===== config.mk =====
export PLATFORM = sky130hd
export DESIGN_NAME = contiguous_buffer_pool_allocator
export DESIGN_NICKNAME = d
export VERILOG_FILES = /design/src/hw/rtl/cbpa_pkg.sv /design/src/hw/rtl/cbpa_cell.sv /design/src/hw/rtl/contiguous_buffer_pool_allocator.sv
export VERILOG_INCLUDE_DIRS = /design/src /design/src/hw/rtl
export SDC_FILE = /design/constraint.sdc
export NUM_CORES = 2
export LEC_CHECK = 0
export ABC_AREA = 1
export BUFFER_PORTS_ARGS = -buffer_cell sky130_fd_sc_hd__buf_2
export CORE_MARGIN = 2
export CORE_UTILIZATION = 67
export DETAILED_ROUTE_END_ITERATION = 10
export PLACE_DENSITY = 0.85
export SLEW_MARGIN = 10
export SYNTH_ARGS = -nofsm -noshare
export SYNTH_HDL_FRONTEND = slang
export SYNTH_SLANG_ARGS = --single-unit

===== constraint.sdc =====
create_clock -name clk -period 8.4 [get_ports clk]
set_input_delay 0.42 -clock clk [delete_from_list [all_inputs] [get_ports clk]]
set_output_delay 0.42 -clock clk [all_outputs]
set_load 0.01 [all_outputs]

===== src/hw/rtl/contiguous_buffer_pool_allocator_macros.svh =====
// Assertion macros for the buffer pool allocator
`ifndef CONTIGUOUS_BUFFER_POOL_ALLOCATOR_MACROS_SVH
`define CONTIGUOUS_BUFFER_POOL_ALLOCATOR_MACROS_SVH
// Check an implication on every clock edge outside reset
`define CBPA_ASSERT_IMP(label, clk, rst, ante, cons) \
  label: assert property (@(posedge clk) disable iff (rst) (ante) |-> (cons)) \
    else $error("assertion failed");
// Check that the consequent holds in the cycle after the antecedent
`define CBPA_ASSERT_NEXT(label, clk, rst, ante, cons) \
  label: assert property (@(posedge clk) disable iff (rst) (ante) |=> (cons)) \
    else $error("assertion failed");
`endif


===== src/hw/rtl/cbpa_pkg.sv =====
// Shared types and codes for the buffer pool allocator
package cbpa_pkg;
  localparam logic [1:0] REQ_ALLOC = 2'd0;
  localparam logic [1:0] REQ_RELEASE = 2'd1;
  localparam logic [1:0] REQ_RELEASE_ALL = 2'd2;
  localparam logic [1:0] ST_OK = 2'd0;
  localparam logic [1:0] ST_NO_ROOM = 2'd1;
  localparam logic [1:0] ST_BAD = 2'd2;

  typedef struct packed {
    logic [1:0]  req_type;
    logic [15:0] size_bytes;
    logic [7:0]  owner_id;
    logic [31:0] release_address;
  } request_t;

  typedef struct packed {
    logic [1:0]  status;
    logic [31:0] granted_address;
    logic [6:0]  buffers_in_use;
    logic [6:0]  buffers_freed;
  } result_t;
endpackage


===== src/hw/rtl/cbpa_cell.sv =====
// One tag cell of the rotating tag ring
module cbpa_cell #(
  parameter int LW = 9,
  parameter int PW = 8
) (
  input  logic          clk,
  input  logic          rst,
  input  logic          load,
  input  logic [7:0]    in_owner,
  input  logic [LW-1:0] in_len,
  input  logic [PW-1:0] in_pos,
  output logic [7:0]    owner,
  output logic [LW-1:0] len,
  output logic [PW-1:0] pos
);
  // Take the neighbor's tag when the ring advances
  always_ff @(posedge clk) begin
    if (rst) begin
      owner <= '0;
      len <= '0;
      pos <= '0;
    end else if (load) begin
      owner <= in_owner;
      len <= in_len;
      pos <= in_pos;
    end
  end
endmodule


===== src/hw/rtl/contiguous_buffer_pool_allocator.sv =====
// Buffer pool allocator: tag ring of BUFFER_COUNT cells and a control sequencer.
// A granted allocate or a release of a run makes a scan or locate pass, then a
// write pass round the ring; release-all, an allocate that the scan finds no room
// for and a bad release make one pass; other bad requests and oversized allocates
// go straight to done. A new request is taken only when idle; results never stall.
// Synchronous reset clears every tag, the in-use count and pool_base.
module contiguous_buffer_pool_allocator #(
  parameter int BUFFER_COUNT = 64,
  parameter int BUFFER_BYTES = 256
) (
  input  logic               clk,
  input  logic               rst,
  input  logic               start,
  input  cbpa_pkg::request_t req,
  output logic               busy,
  output logic               done,
  output cbpa_pkg::result_t  result,
  input  logic               cfg_we,
  input  logic [31:0]        cfg_wdata
);
`include "contiguous_buffer_pool_allocator_macros.svh"
  localparam int IW = $clog2(BUFFER_COUNT);
  localparam int CW = $clog2(BUFFER_COUNT + 1);
  localparam int LW = CW;
  localparam int PW = (IW < 1) ? 1 : IW;
  localparam int SH = $clog2(BUFFER_BYTES);
  localparam int NW = 17;

  typedef enum logic [2:0] {S_IDLE, S_SCAN, S_FIND, S_FREE, S_DONE} state_t;
  state_t state;

  logic [31:0] pool_base;
  logic [7:0] c_owner [BUFFER_COUNT];
  logic [LW-1:0] c_len [BUFFER_COUNT];
  logic [PW-1:0] c_pos [BUFFER_COUNT];
  logic [7:0] w_owner;
  logic [LW-1:0] w_len;
  logic [PW-1:0] w_pos;
  logic adv;

  // Ring: tags shift toward head cell 0, which is inspected and rewritten into the tail
  for (genvar g = 0; g < BUFFER_COUNT; g++) begin : g_ring
    if (g == BUFFER_COUNT - 1) begin : g_tail
      cbpa_cell #(.LW(LW), .PW(PW)) u_cell (.clk, .rst, .load(adv),
        .in_owner(w_owner), .in_len(w_len), .in_pos(w_pos),
        .owner(c_owner[g]), .len(c_len[g]), .pos(c_pos[g]));
    end else begin : g_mid
      cbpa_cell #(.LW(LW), .PW(PW)) u_cell (.clk, .rst, .load(adv),
        .in_owner(c_owner[g+1]), .in_len(c_len[g+1]), .in_pos(c_pos[g+1]),
        .owner(c_owner[g]), .len(c_len[g]), .pos(c_pos[g]));
    end
  end

  cbpa_pkg::request_t r;
  logic [CW-1:0] used, freed, need, run;
  logic [IW:0] idx, start_i, tgt, lim;
  logic found;
  logic rel_ok, hit;
  logic [1:0] st;
  logic [31:0] off;
  logic [NW-1:0] need_w;
  logic [31:0] bidx;

  assign need_w = NW'((17'(req.size_bytes) + 17'(BUFFER_BYTES - 1)) >> SH);
  assign off = r.release_address - pool_base;
  assign bidx = off >> SH;
  assign tgt = (IW+1)'(bidx);
  assign lim = (IW+1)'(BUFFER_COUNT) - tgt;
  assign rel_ok = (r.release_address >= pool_base) && (bidx < 32'(BUFFER_COUNT));
  assign hit = rel_ok && (idx == tgt) && (c_owner[0] != '0) && (c_pos[0] == '0);
  assign busy = (state != S_IDLE);

  // Writeback of the head cell during a pass
  always_comb begin
    w_owner = c_owner[0];
    w_len = c_len[0];
    w_pos = c_pos[0];
    adv = (state == S_SCAN) || (state == S_FIND) || (state == S_FREE);
    if (state == S_SCAN && r.req_type == cbpa_pkg::REQ_RELEASE_ALL) begin
      if (c_owner[0] == r.owner_id) begin
        w_owner = '0; w_len = '0; w_pos = '0;
      end
    end else if (state == S_FREE) begin
      if (found && (idx >= start_i) && (idx < start_i + (IW+1)'(need))) begin
        if (r.req_type == cbpa_pkg::REQ_ALLOC) begin
          w_owner = r.owner_id; w_len = need;
          w_pos = PW'(idx - start_i);
        end else begin
          w_owner = '0; w_len = '0; w_pos = '0;
        end
      end
    end
  end

  // Sequencer: state and registered result
  always_ff @(posedge clk) begin
    done <= 1'b0;
    if (rst) begin
      state <= S_IDLE;
      pool_base <= '0;
      used <= '0;
      result <= '0;
      idx <= '0; start_i <= '0; found <= 1'b0; run <= '0;
      need <= '0; freed <= '0; st <= cbpa_pkg::ST_OK;
    end else begin
      if (cfg_we) pool_base <= cfg_wdata;
      unique case (state)
        S_IDLE: begin
          if (start) begin
            r <= req;
            idx <= '0; run <= '0; found <= 1'b0; freed <= '0; start_i <= '0;
            need <= (need_w > NW'(BUFFER_COUNT)) ? '0 : CW'(need_w);
            st <= cbpa_pkg::ST_OK;
            state <= S_SCAN;
            if (req.req_type == cbpa_pkg::REQ_ALLOC) begin
              if (req.owner_id == '0 || req.size_bytes == '0) begin
                st <= cbpa_pkg::ST_BAD; state <= S_DONE;
              end else if (need_w > NW'(BUFFER_COUNT)) begin
                st <= cbpa_pkg::ST_NO_ROOM; state <= S_DONE;
              end
            end else if (req.req_type == cbpa_pkg::REQ_RELEASE) begin
              state <= S_FIND;
            end else if (req.req_type == cbpa_pkg::REQ_RELEASE_ALL) begin
              if (req.owner_id == '0) begin
                st <= cbpa_pkg::ST_BAD; state <= S_DONE;
              end
            end else begin
              st <= cbpa_pkg::ST_BAD; state <= S_DONE;
            end
          end
        end
        S_SCAN: begin
          idx <= idx + 1'b1;
          if (r.req_type == cbpa_pkg::REQ_RELEASE_ALL) begin
            if (c_owner[0] == r.owner_id) begin
              freed <= freed + 1'b1;
              used <= used - 1'b1;
            end
          end else if (!found) begin
            if (c_owner[0] != '0) run <= '0;
            else begin
              if (run == '0) start_i <= idx;
              run <= run + 1'b1;
              if (run + 1'b1 == need) begin
                found <= 1'b1;
                if (run == '0) start_i <= idx;
              end
            end
          end
          if (idx == (IW+1)'(BUFFER_COUNT - 1)) begin
            idx <= '0;
            if (r.req_type == cbpa_pkg::REQ_RELEASE_ALL) state <= S_DONE;
            else if (found || (c_owner[0] == '0 && run + 1'b1 == need))
              state <= S_FREE;
            else begin
              st <= cbpa_pkg::ST_NO_ROOM; state <= S_DONE;
            end
          end
        end
        S_FIND: begin
          // Latch the run as its first buffer passes the head, cut at the pool end
          if (hit) begin
            found <= 1'b1;
            start_i <= tgt;
            need <= ((IW+1)'(c_len[0]) > lim) ? CW'(lim) : c_len[0];
          end
          if (idx == (IW+1)'(BUFFER_COUNT - 1)) begin
            idx <= '0;
            if (found || hit) state <= S_FREE;
            else begin
              st <= cbpa_pkg::ST_BAD; state <= S_DONE;
            end
          end else begin
            idx <= idx + 1'b1;
          end
        end
        S_FREE: begin
          idx <= idx + 1'b1;
          if (found && (idx >= start_i) && (idx < start_i + (IW+1)'(need))) begin
            if (r.req_type == cbpa_pkg::REQ_ALLOC) used <= used + 1'b1;
            else begin
              freed <= freed + 1'b1;
              if (used != '0) used <= used - 1'b1;
            end
          end
          if (idx == (IW+1)'(BUFFER_COUNT - 1)) state <= S_DONE;
        end
        S_DONE: begin
          done <= 1'b1;
          state <= S_IDLE;
          result.status <= st;
          result.buffers_in_use <= 7'(used);
          result.buffers_freed <= (st == cbpa_pkg::ST_OK) ? 7'(freed) : '0;
          result.granted_address <= (st == cbpa_pkg::ST_OK &&
            r.req_type == cbpa_pkg::REQ_ALLOC) ?
            pool_base + (32'(start_i) << SH) : '0;
        end
        default: state <= S_IDLE;
      endcase
    end
  end

  `CBPA_ASSERT_IMP(a_done_idle, clk, rst, done, state == S_IDLE)
  `CBPA_ASSERT_IMP(a_used_range, clk, rst, 1'b1, used <= CW'(BUFFER_COUNT))
  `CBPA_ASSERT_NEXT(a_start_busy, clk, rst, start && !busy, busy)
endmodule

---- After elaboration in Yosys (flattened, before gate mapping) ----
Index checks and enable logic that the tools add are counted.
operators by class
  add/subtract/negate cells ............... 11
  $lt $le $gt $ge ......................... 6
  eq/ne operators ......................... 26
  multiplexer cells ....................... 83
  bitwise operators ....................... 1
  reductions and logical operators ........ 43
operators with widths
  operator                 number
  $mux W7                  31
  $pmux W7 S3              3
  $pmux W7 S2              3
  $mux W8                  5
  $mux W3                  13
  $add A32 B15 Y32         1
  $ge A32 B32 Y1           1
  $mux W32                 1
  $sub A32 B32 Y32         1
  $mux W6                  5
  $add A7 B1 Y7 const B    4
  $lt A24 B7 Y1 const B    1
  $mux W2                  11
  $add A16 B8 Y17 const B  1
  $logic_not A16 Y1        1
  $logic_not A8 Y1         2
  $ne A2 B2 Y1 const B     8
  $eq A7 B7 Y1             2
  $ne A2 B1 Y1 const B     6
  $pmux W3 S4              1
  $reduce_and A4 Y1        3
  $reduce_and A6 Y1        2
  $reduce_bool A3 Y1       4
  $gt A9 B7 Y1 const B     1
  other kinds (33)         59
storage, ports and cells
  register bits ........................... 1515
  word-level logic and storage cells ...... 380

---- Depth between registers and ports, before layout ----
  word-level depth ........................ 10
  mapped depth ............................ 31

---- Cells and area by module ----
A second synthesis with hierarchy kept.
second synthesis, totals
  cell total of the unflattened synthesis .. 10417
  area, all modules ....................... 68944.9 um2
modules (own cells, without submodules)
  module                            instances  cells an instance  area each (um2)  sequential area each (um2)
  cbpa_cell                         64         134                889.6            420.4
  contiguous_buffer_pool_allocator  1          1841               12010.3          3843.7

---- Worst setup path after synthesis ----
Ideal clock, no wire load.
  path kind ............................... flip-flop to flip-flop
  from .................................... register pool_base[8]
  to ...................................... register need[2]
  data arrival time ....................... 3.363 ns
  path slack .............................. 4.905 ns
  cell stages (with the launch flop) ...... 27
  path buffers ............................ 0
  period minus slack after synthesis ...... 3.495 ns
  cells stage by stage .................... dfxtp_1 > inv_1 > ha_1 > nand2_2 > nor2_2 > nand3_1 > nand3b_1 > nand2_1 > nand2_1 > ha_1 > nand2_1 > nor2_1 > nand3_1 > nand2_1 > nand2_1 > ha_1 > nand2_1 > inv_1 > nand4_1 > o211ai_1 > nand2_1 > clkinv_1 > o21ai_0 > a21oi_1 > a31o_2 > nand2_1 > a21oi_1
between the ends
  word-level cells in the longest chain between the ends .. 8
  elaborated cells on any way between the ends .. 15
  those cells by class .................... add/sub (2); order compare (3); eq/ne (2); mux (3); reduce/logical (5)
RTL lines
  element                                                                   RTL line                                 RTL
  start: declaration                                                        contiguous_buffer_pool_allocator.sv:32   logic [31:0] pool_base;
  start signal: assignment                                                  contiguous_buffer_pool_allocator.sv:106  if (cfg_we) pool_base <= cfg_wdata;
  parallel branches: the longest is 8 deep, another holds $sub A32 B32 Y32  -
  end signal: assignment                                                    contiguous_buffer_pool_allocator.sv:112  need <= (need_w > NW'(BUFFER_COUNT)) ? '0 : CW'(need_w);
  end signal: assignment                                                    contiguous_buffer_pool_allocator.sv:165  need <= ((IW+1)'(c_len[0]) > lim) ? CW'(lim) : c_len[0];
  end: declaration                                                          contiguous_buffer_pool_allocator.sv:55   logic [CW-1:0] used, freed, need, run;
Several ways; the timed one is not identified. The select of a mux whose other input is x is not followed.
A chain may end at the register's enable or synchronous reset.

---- Worst setup path after layout ----
  from .................................... register state[1]
  to ...................................... register g_ring[22].g_mid.u_cell.len[4]
between the ends
  word-level cells in the longest chain between the ends .. 3
  elaborated cells on any way between the ends .. 5
  those cells by class .................... eq/ne (3); reduce/logical (2)
RTL lines
  element                                              RTL line                                 RTL
  start: declaration                                   contiguous_buffer_pool_allocator.sv:30   state_t state;
  start signal: assignment                             contiguous_buffer_pool_allocator.sv:99   state <= S_IDLE;
  start signal: assignment                             contiguous_buffer_pool_allocator.sv:114  state <= S_SCAN;
  start signal: assignment                             contiguous_buffer_pool_allocator.sv:117  st <= cbpa_pkg::ST_BAD; state <= S_DONE;
  $eq A3 B1 Y1 / $eq A3 B2 Y1 (equally long branches)  contiguous_buffer_pool_allocator.sv:78   adv = (state == S_SCAN) || (state == S_FIND) || (state == S_FREE);
  $logic_or A1 B1 Y1                                   contiguous_buffer_pool_allocator.sv:78
  $logic_or A1 B1 Y1 (*)                               contiguous_buffer_pool_allocator.sv:78
  end signal: assignment                               cbpa_cell.sv:24                          len <= in_len;
  end: declaration                                     cbpa_cell.sv:13                          output logic [LW-1:0] len,
Mark *: on every way between the ends. The rest lies on a longest branch, timed or not.

==> impl_metrics.csv <==
group,metric,value,unit
critical_path,worstSetupPathDepth,8,
critical_path,cpPeakStageDelay,0.90,ns
critical_path,timing.critical_path.required,9.07,ns
critical_path,rr_worst_depth,8,
synth,synth.yosys.warnings,0,
sta,hold_viol_final,0,
critical_path,critPathMostFrequentCell,"buf_4",
synth,postSynth.asyncResetShare,0,%
power_and_ir_drop,power.density_cell_area,427,nW/µm²
clocking,cts-buffers-inserted,146,
sta,tns,0,ns
layout,layout.filler_cells,6343,
route,detail_route.wl_per_cell,14.4,µm
synth,syn_nets,7803,
synth,synth_top_cell_by_area,"dfxtp_1",
synth,synthesis.instances,7633,
synth,synth_edf_count,42,
floorplan,core_area,84900,µm²
floorplan,fp-row-count,107,
layout,finish.net_count,7712,
synth,synth_top_cells_by_area,"dfxtp_1 (51%), nor2_1 (18%), o21ai_0 (12%), nand2_1 (3.4%), clkbuf_1 (3.2%)",
outcome,status,"completed",
synth,post-synth-top-area-fraction,51.5,%
sta,relSlewSlack,17.7,%
layout,multi_input_area,23700,µm²
floorplan,ios,144,
synth,synth-main-ff-cell,"dfxtp_1",
floorplan,floorplan.die.height,296,µm
route,drcViolationCount,0,
sta,final.min_clock_period,4.69,ns
grt,gr-usage-all-layers,28.3,%
power_and_ir_drop,vdd.ir_drop.worst,0.401,mV
sta,rsz0062_at_grt,"no",
critical_path,crit_family,"buffers and inverters",
grt,grt_remaining_overflow,0,
power_and_ir_drop,power.total,27.2,mW
synth,synth.cell_area,57300,µm²
clocking,clkSinkCount,1515,
critical_path,r2r_setup_slack,3.71,ns
synth,synth_top_cells_by_count,"nor2_1 (2,821), dfxtp_1 (1,473), o21ai_0 (1,430), nand2_1 (516), clkbuf_1 (482)",
critical_path,crit_buf_inv,4,
critical_path,critical_path.reg2reg.startpoint,"state[1]",
place,detailedPlacementHpwl,71200,µm
critical_path,cp.arrival,5.36,ns
synth,ys_seq_elements,1515,
clocking,cts.root.buffer_cell,"clkbuf_16",
min_path,hold_path_class,"in2reg",
critical_path,worstReg2RegEnd,"g_ring[22].g_mid.u_cell.len[4]",
critical_path,timing.critical_path.fanout_max,287,
grt,grt_pass1_wl,210000,µm
layout,sequential_cell_area,30700,µm²
critical_path,cp_cell_sequence,"nor2_1 > nor2_4 > buf_4 > buf_12 > buf_4 > buf_4 > o21ai_0 > nor2_1",
min_path,origin_of_the_worst_min_delay_path,"cfg_wdata[6]",
critical_path,critPathLaunchType,"register",
sta,fin_skew,0.0309,ns
floorplan,initial_core_utilization,67.5,%
synth,synth_most_common_cell,"nor2_1",
clocking,htreeDepth,4,
power_and_ir_drop,static-leakage-power,29.7,nW
route,route.final.wire_length,127000,µm
sta,achievable-frequency,213,MHz
min_path,hold-path-cell-count,3,
route,ant_nets,0,
grt,largest_net_degree_at_the_start_of_global_routing,306,
sta,hold_worst_slack,0.0516,ns
grt,grt_pass1_vias,43800,
grt,grt_antenna_before_repair,4,
layout,flow.area_growth_from_synthesis,11.2,%
clocking,clk_pin_slew,0.07,ns
sta,final.setup.worst_slack,3.71,ns
layout,final_core_utilization,75.0,%
synth,synthesis.area_per_instance,7.50,µm²
floorplan,chipWidth,296,µm
clocking,cts_max_path_buffers,3,
route,routed_vias_inst,5.49,
critical_path,critPathCaptureType,"register",
synth,synth_cell_type_count,52,
synth,synth_seq_area_share,53.7,%
sta,worstMarginPinSlew,1.23,ns
place,pre_cts_slack,3.84,ns
clocking,tritoncts_clock_tree,"done",
critical_path,worst_setup_startpoint,"state[1]",
min_path,whs_endpoint,"pool_base[6]",
place,placement.io_buffers,143,
floorplan,dieArea,87800,µm²
critical_path,setup.worst_path.class,"reg2reg",
sta,report.final.slew_viol_count,0,
route,initialDrtViolationCount,4484,
route,drt_pre_antenna_iters,6,
sta,timing.final.setup_violations,0,
place,gp_routability_congestion,0.960,
flow_run,max_cap_viol_count,0,
clocking,clock_latency,0.74,ns
sta,fin_crit_sh,55.9,%
layout,post_route_cells_drive_above_1_share,5.81,%
critical_path,worst_path_max_delay_cell,"buf_4",
route,detailroute.via_count,48300,
cell usage in the layout (no fill, tap or decap), drive strengths merged, types with 4 or more instances in the layout:
cell	synthesis	final
inv	276	281
clkbuf	482	223
nor3	30	30
nand4	25	25
o211ai	17	17
dfxtp	1473	1473
a21o	4	4
nand3b	8	8
a21oi	185	185
nand3	126	126
buf	5	180
a31oi	7	7
diode	0	4
edfxtp	42	42
nor4	10	10
o21ai	1431	1431
bufinv	0	10
nand2	523	523
xor2	19	19
xnor2	22	22
ha	73	73
a22oi	11	11
clkinvlp	0	6
nor2	2826	2826
clkinv	6	26
dlygate4sd3	0	68
o22ai	9	9
worst reg2reg max path, stage by stage, from the launching register on:
cell and delay [ns]:
dfxtp_1 0.46, nor2_1 0.13, nor2_4 0.17, buf_4 0.90, buf_12 0.77, buf_4 1.02
buf_4 0.77, o21ai_0 0.25, nor2_1 0.17
worst max path at each step:
stage	to	slack [ns]
final	g_ring[22].g_mid.u_cell.len[4]	3.71
after global routing	g_ring[22].g_mid.u_cell.len[4]	3.32
after CTS	g_ring[22].g_mid.u_cell.len[4]	3.83
after detailed placement	g_ring[22].g_mid.u_cell.len[4]	3.84
after global placement	g_ring[8].g_mid.u_cell.pos[4]	4.02
after floorplan	need[2]	4.91
report_power, final:
group | internal (mW) | switching, mW
Combinational | 2.59 | 5.66
Clock | 3.99 | 2.77
Sequential | 10.5 | 1.65
Total | 17.1 | 10.1
cells by family after synthesis:
kind of cell,synth area share (%)
buf+inv,5.06
xor+xnor,0.627
compound gates,15.0
fa+ha+maj,1.70
simple gates,24.0
flops,53.7
area by class of cell:
| class | instances | area share (%) |
|---|---|---|
| inverter | 282 | 1.69 |
| clock inverter | 41 | 0.873 |
| timing repair buffer | 248 | 2.73 |
| multi-input combinational | 5349 | 37.1 |
| clock buffer | 223 | 7.01 |
| antenna | 4 | 0.0157 |
| tap | 1144 | 2.25 |
| sequential | 1515 | 48.3 |
registers in the layout, indices dropped and copies added, names as in the netlist, 2 cells and up:
signal and flops:
freed 7, g_ring.g_mid.u_cell.len 441, g_ring.g_mid.u_cell.owner 504, g_ring.g_mid.u_cell.pos 378
g_ring.g_tail.u_cell.len 7, g_ring.g_tail.u_cell.owner 8, g_ring.g_tail.u_cell.pos 6, idx 7
need 7, pool_base 32, r 42, result 48
run 7, st 2, start_i 7, state 3
used 7
metrics by stage:
step                      instance area, µm²  instances
after floorplan                        57300       7633
after global placement                 58000       8470
after detailed placement               58000       8470
after CTS                              63700       8802
after global routing                   63700       8806
final                                  63700       8806
layer usage:
| layer | vias up | wire (µm) | global-route usage, % |
|---|---|---|---|
| met5 | - | 0 | 0 |
| met2 | 1234 | 58500 | 45.1 |
| li1 | 24400 | - | - |
| met4 | 0 | 3450 | 9.71 |
| met3 | 246 | 7170 | 4.66 |
| met1 | 22500 | 58000 | 39.2 |
what timing repair did:
| item | CTS | global route |
|---|---|---|
| buffers inserted | 0 | 0 |
| setup endpoints to repair | 0 | 0 |
| resized for setup | 0 | 0 |
| hold endpoints to repair | 66 | 0 |
| hold buffers | 68 | 0 |
Note: power is estimated with default switching activity, not from simulation.
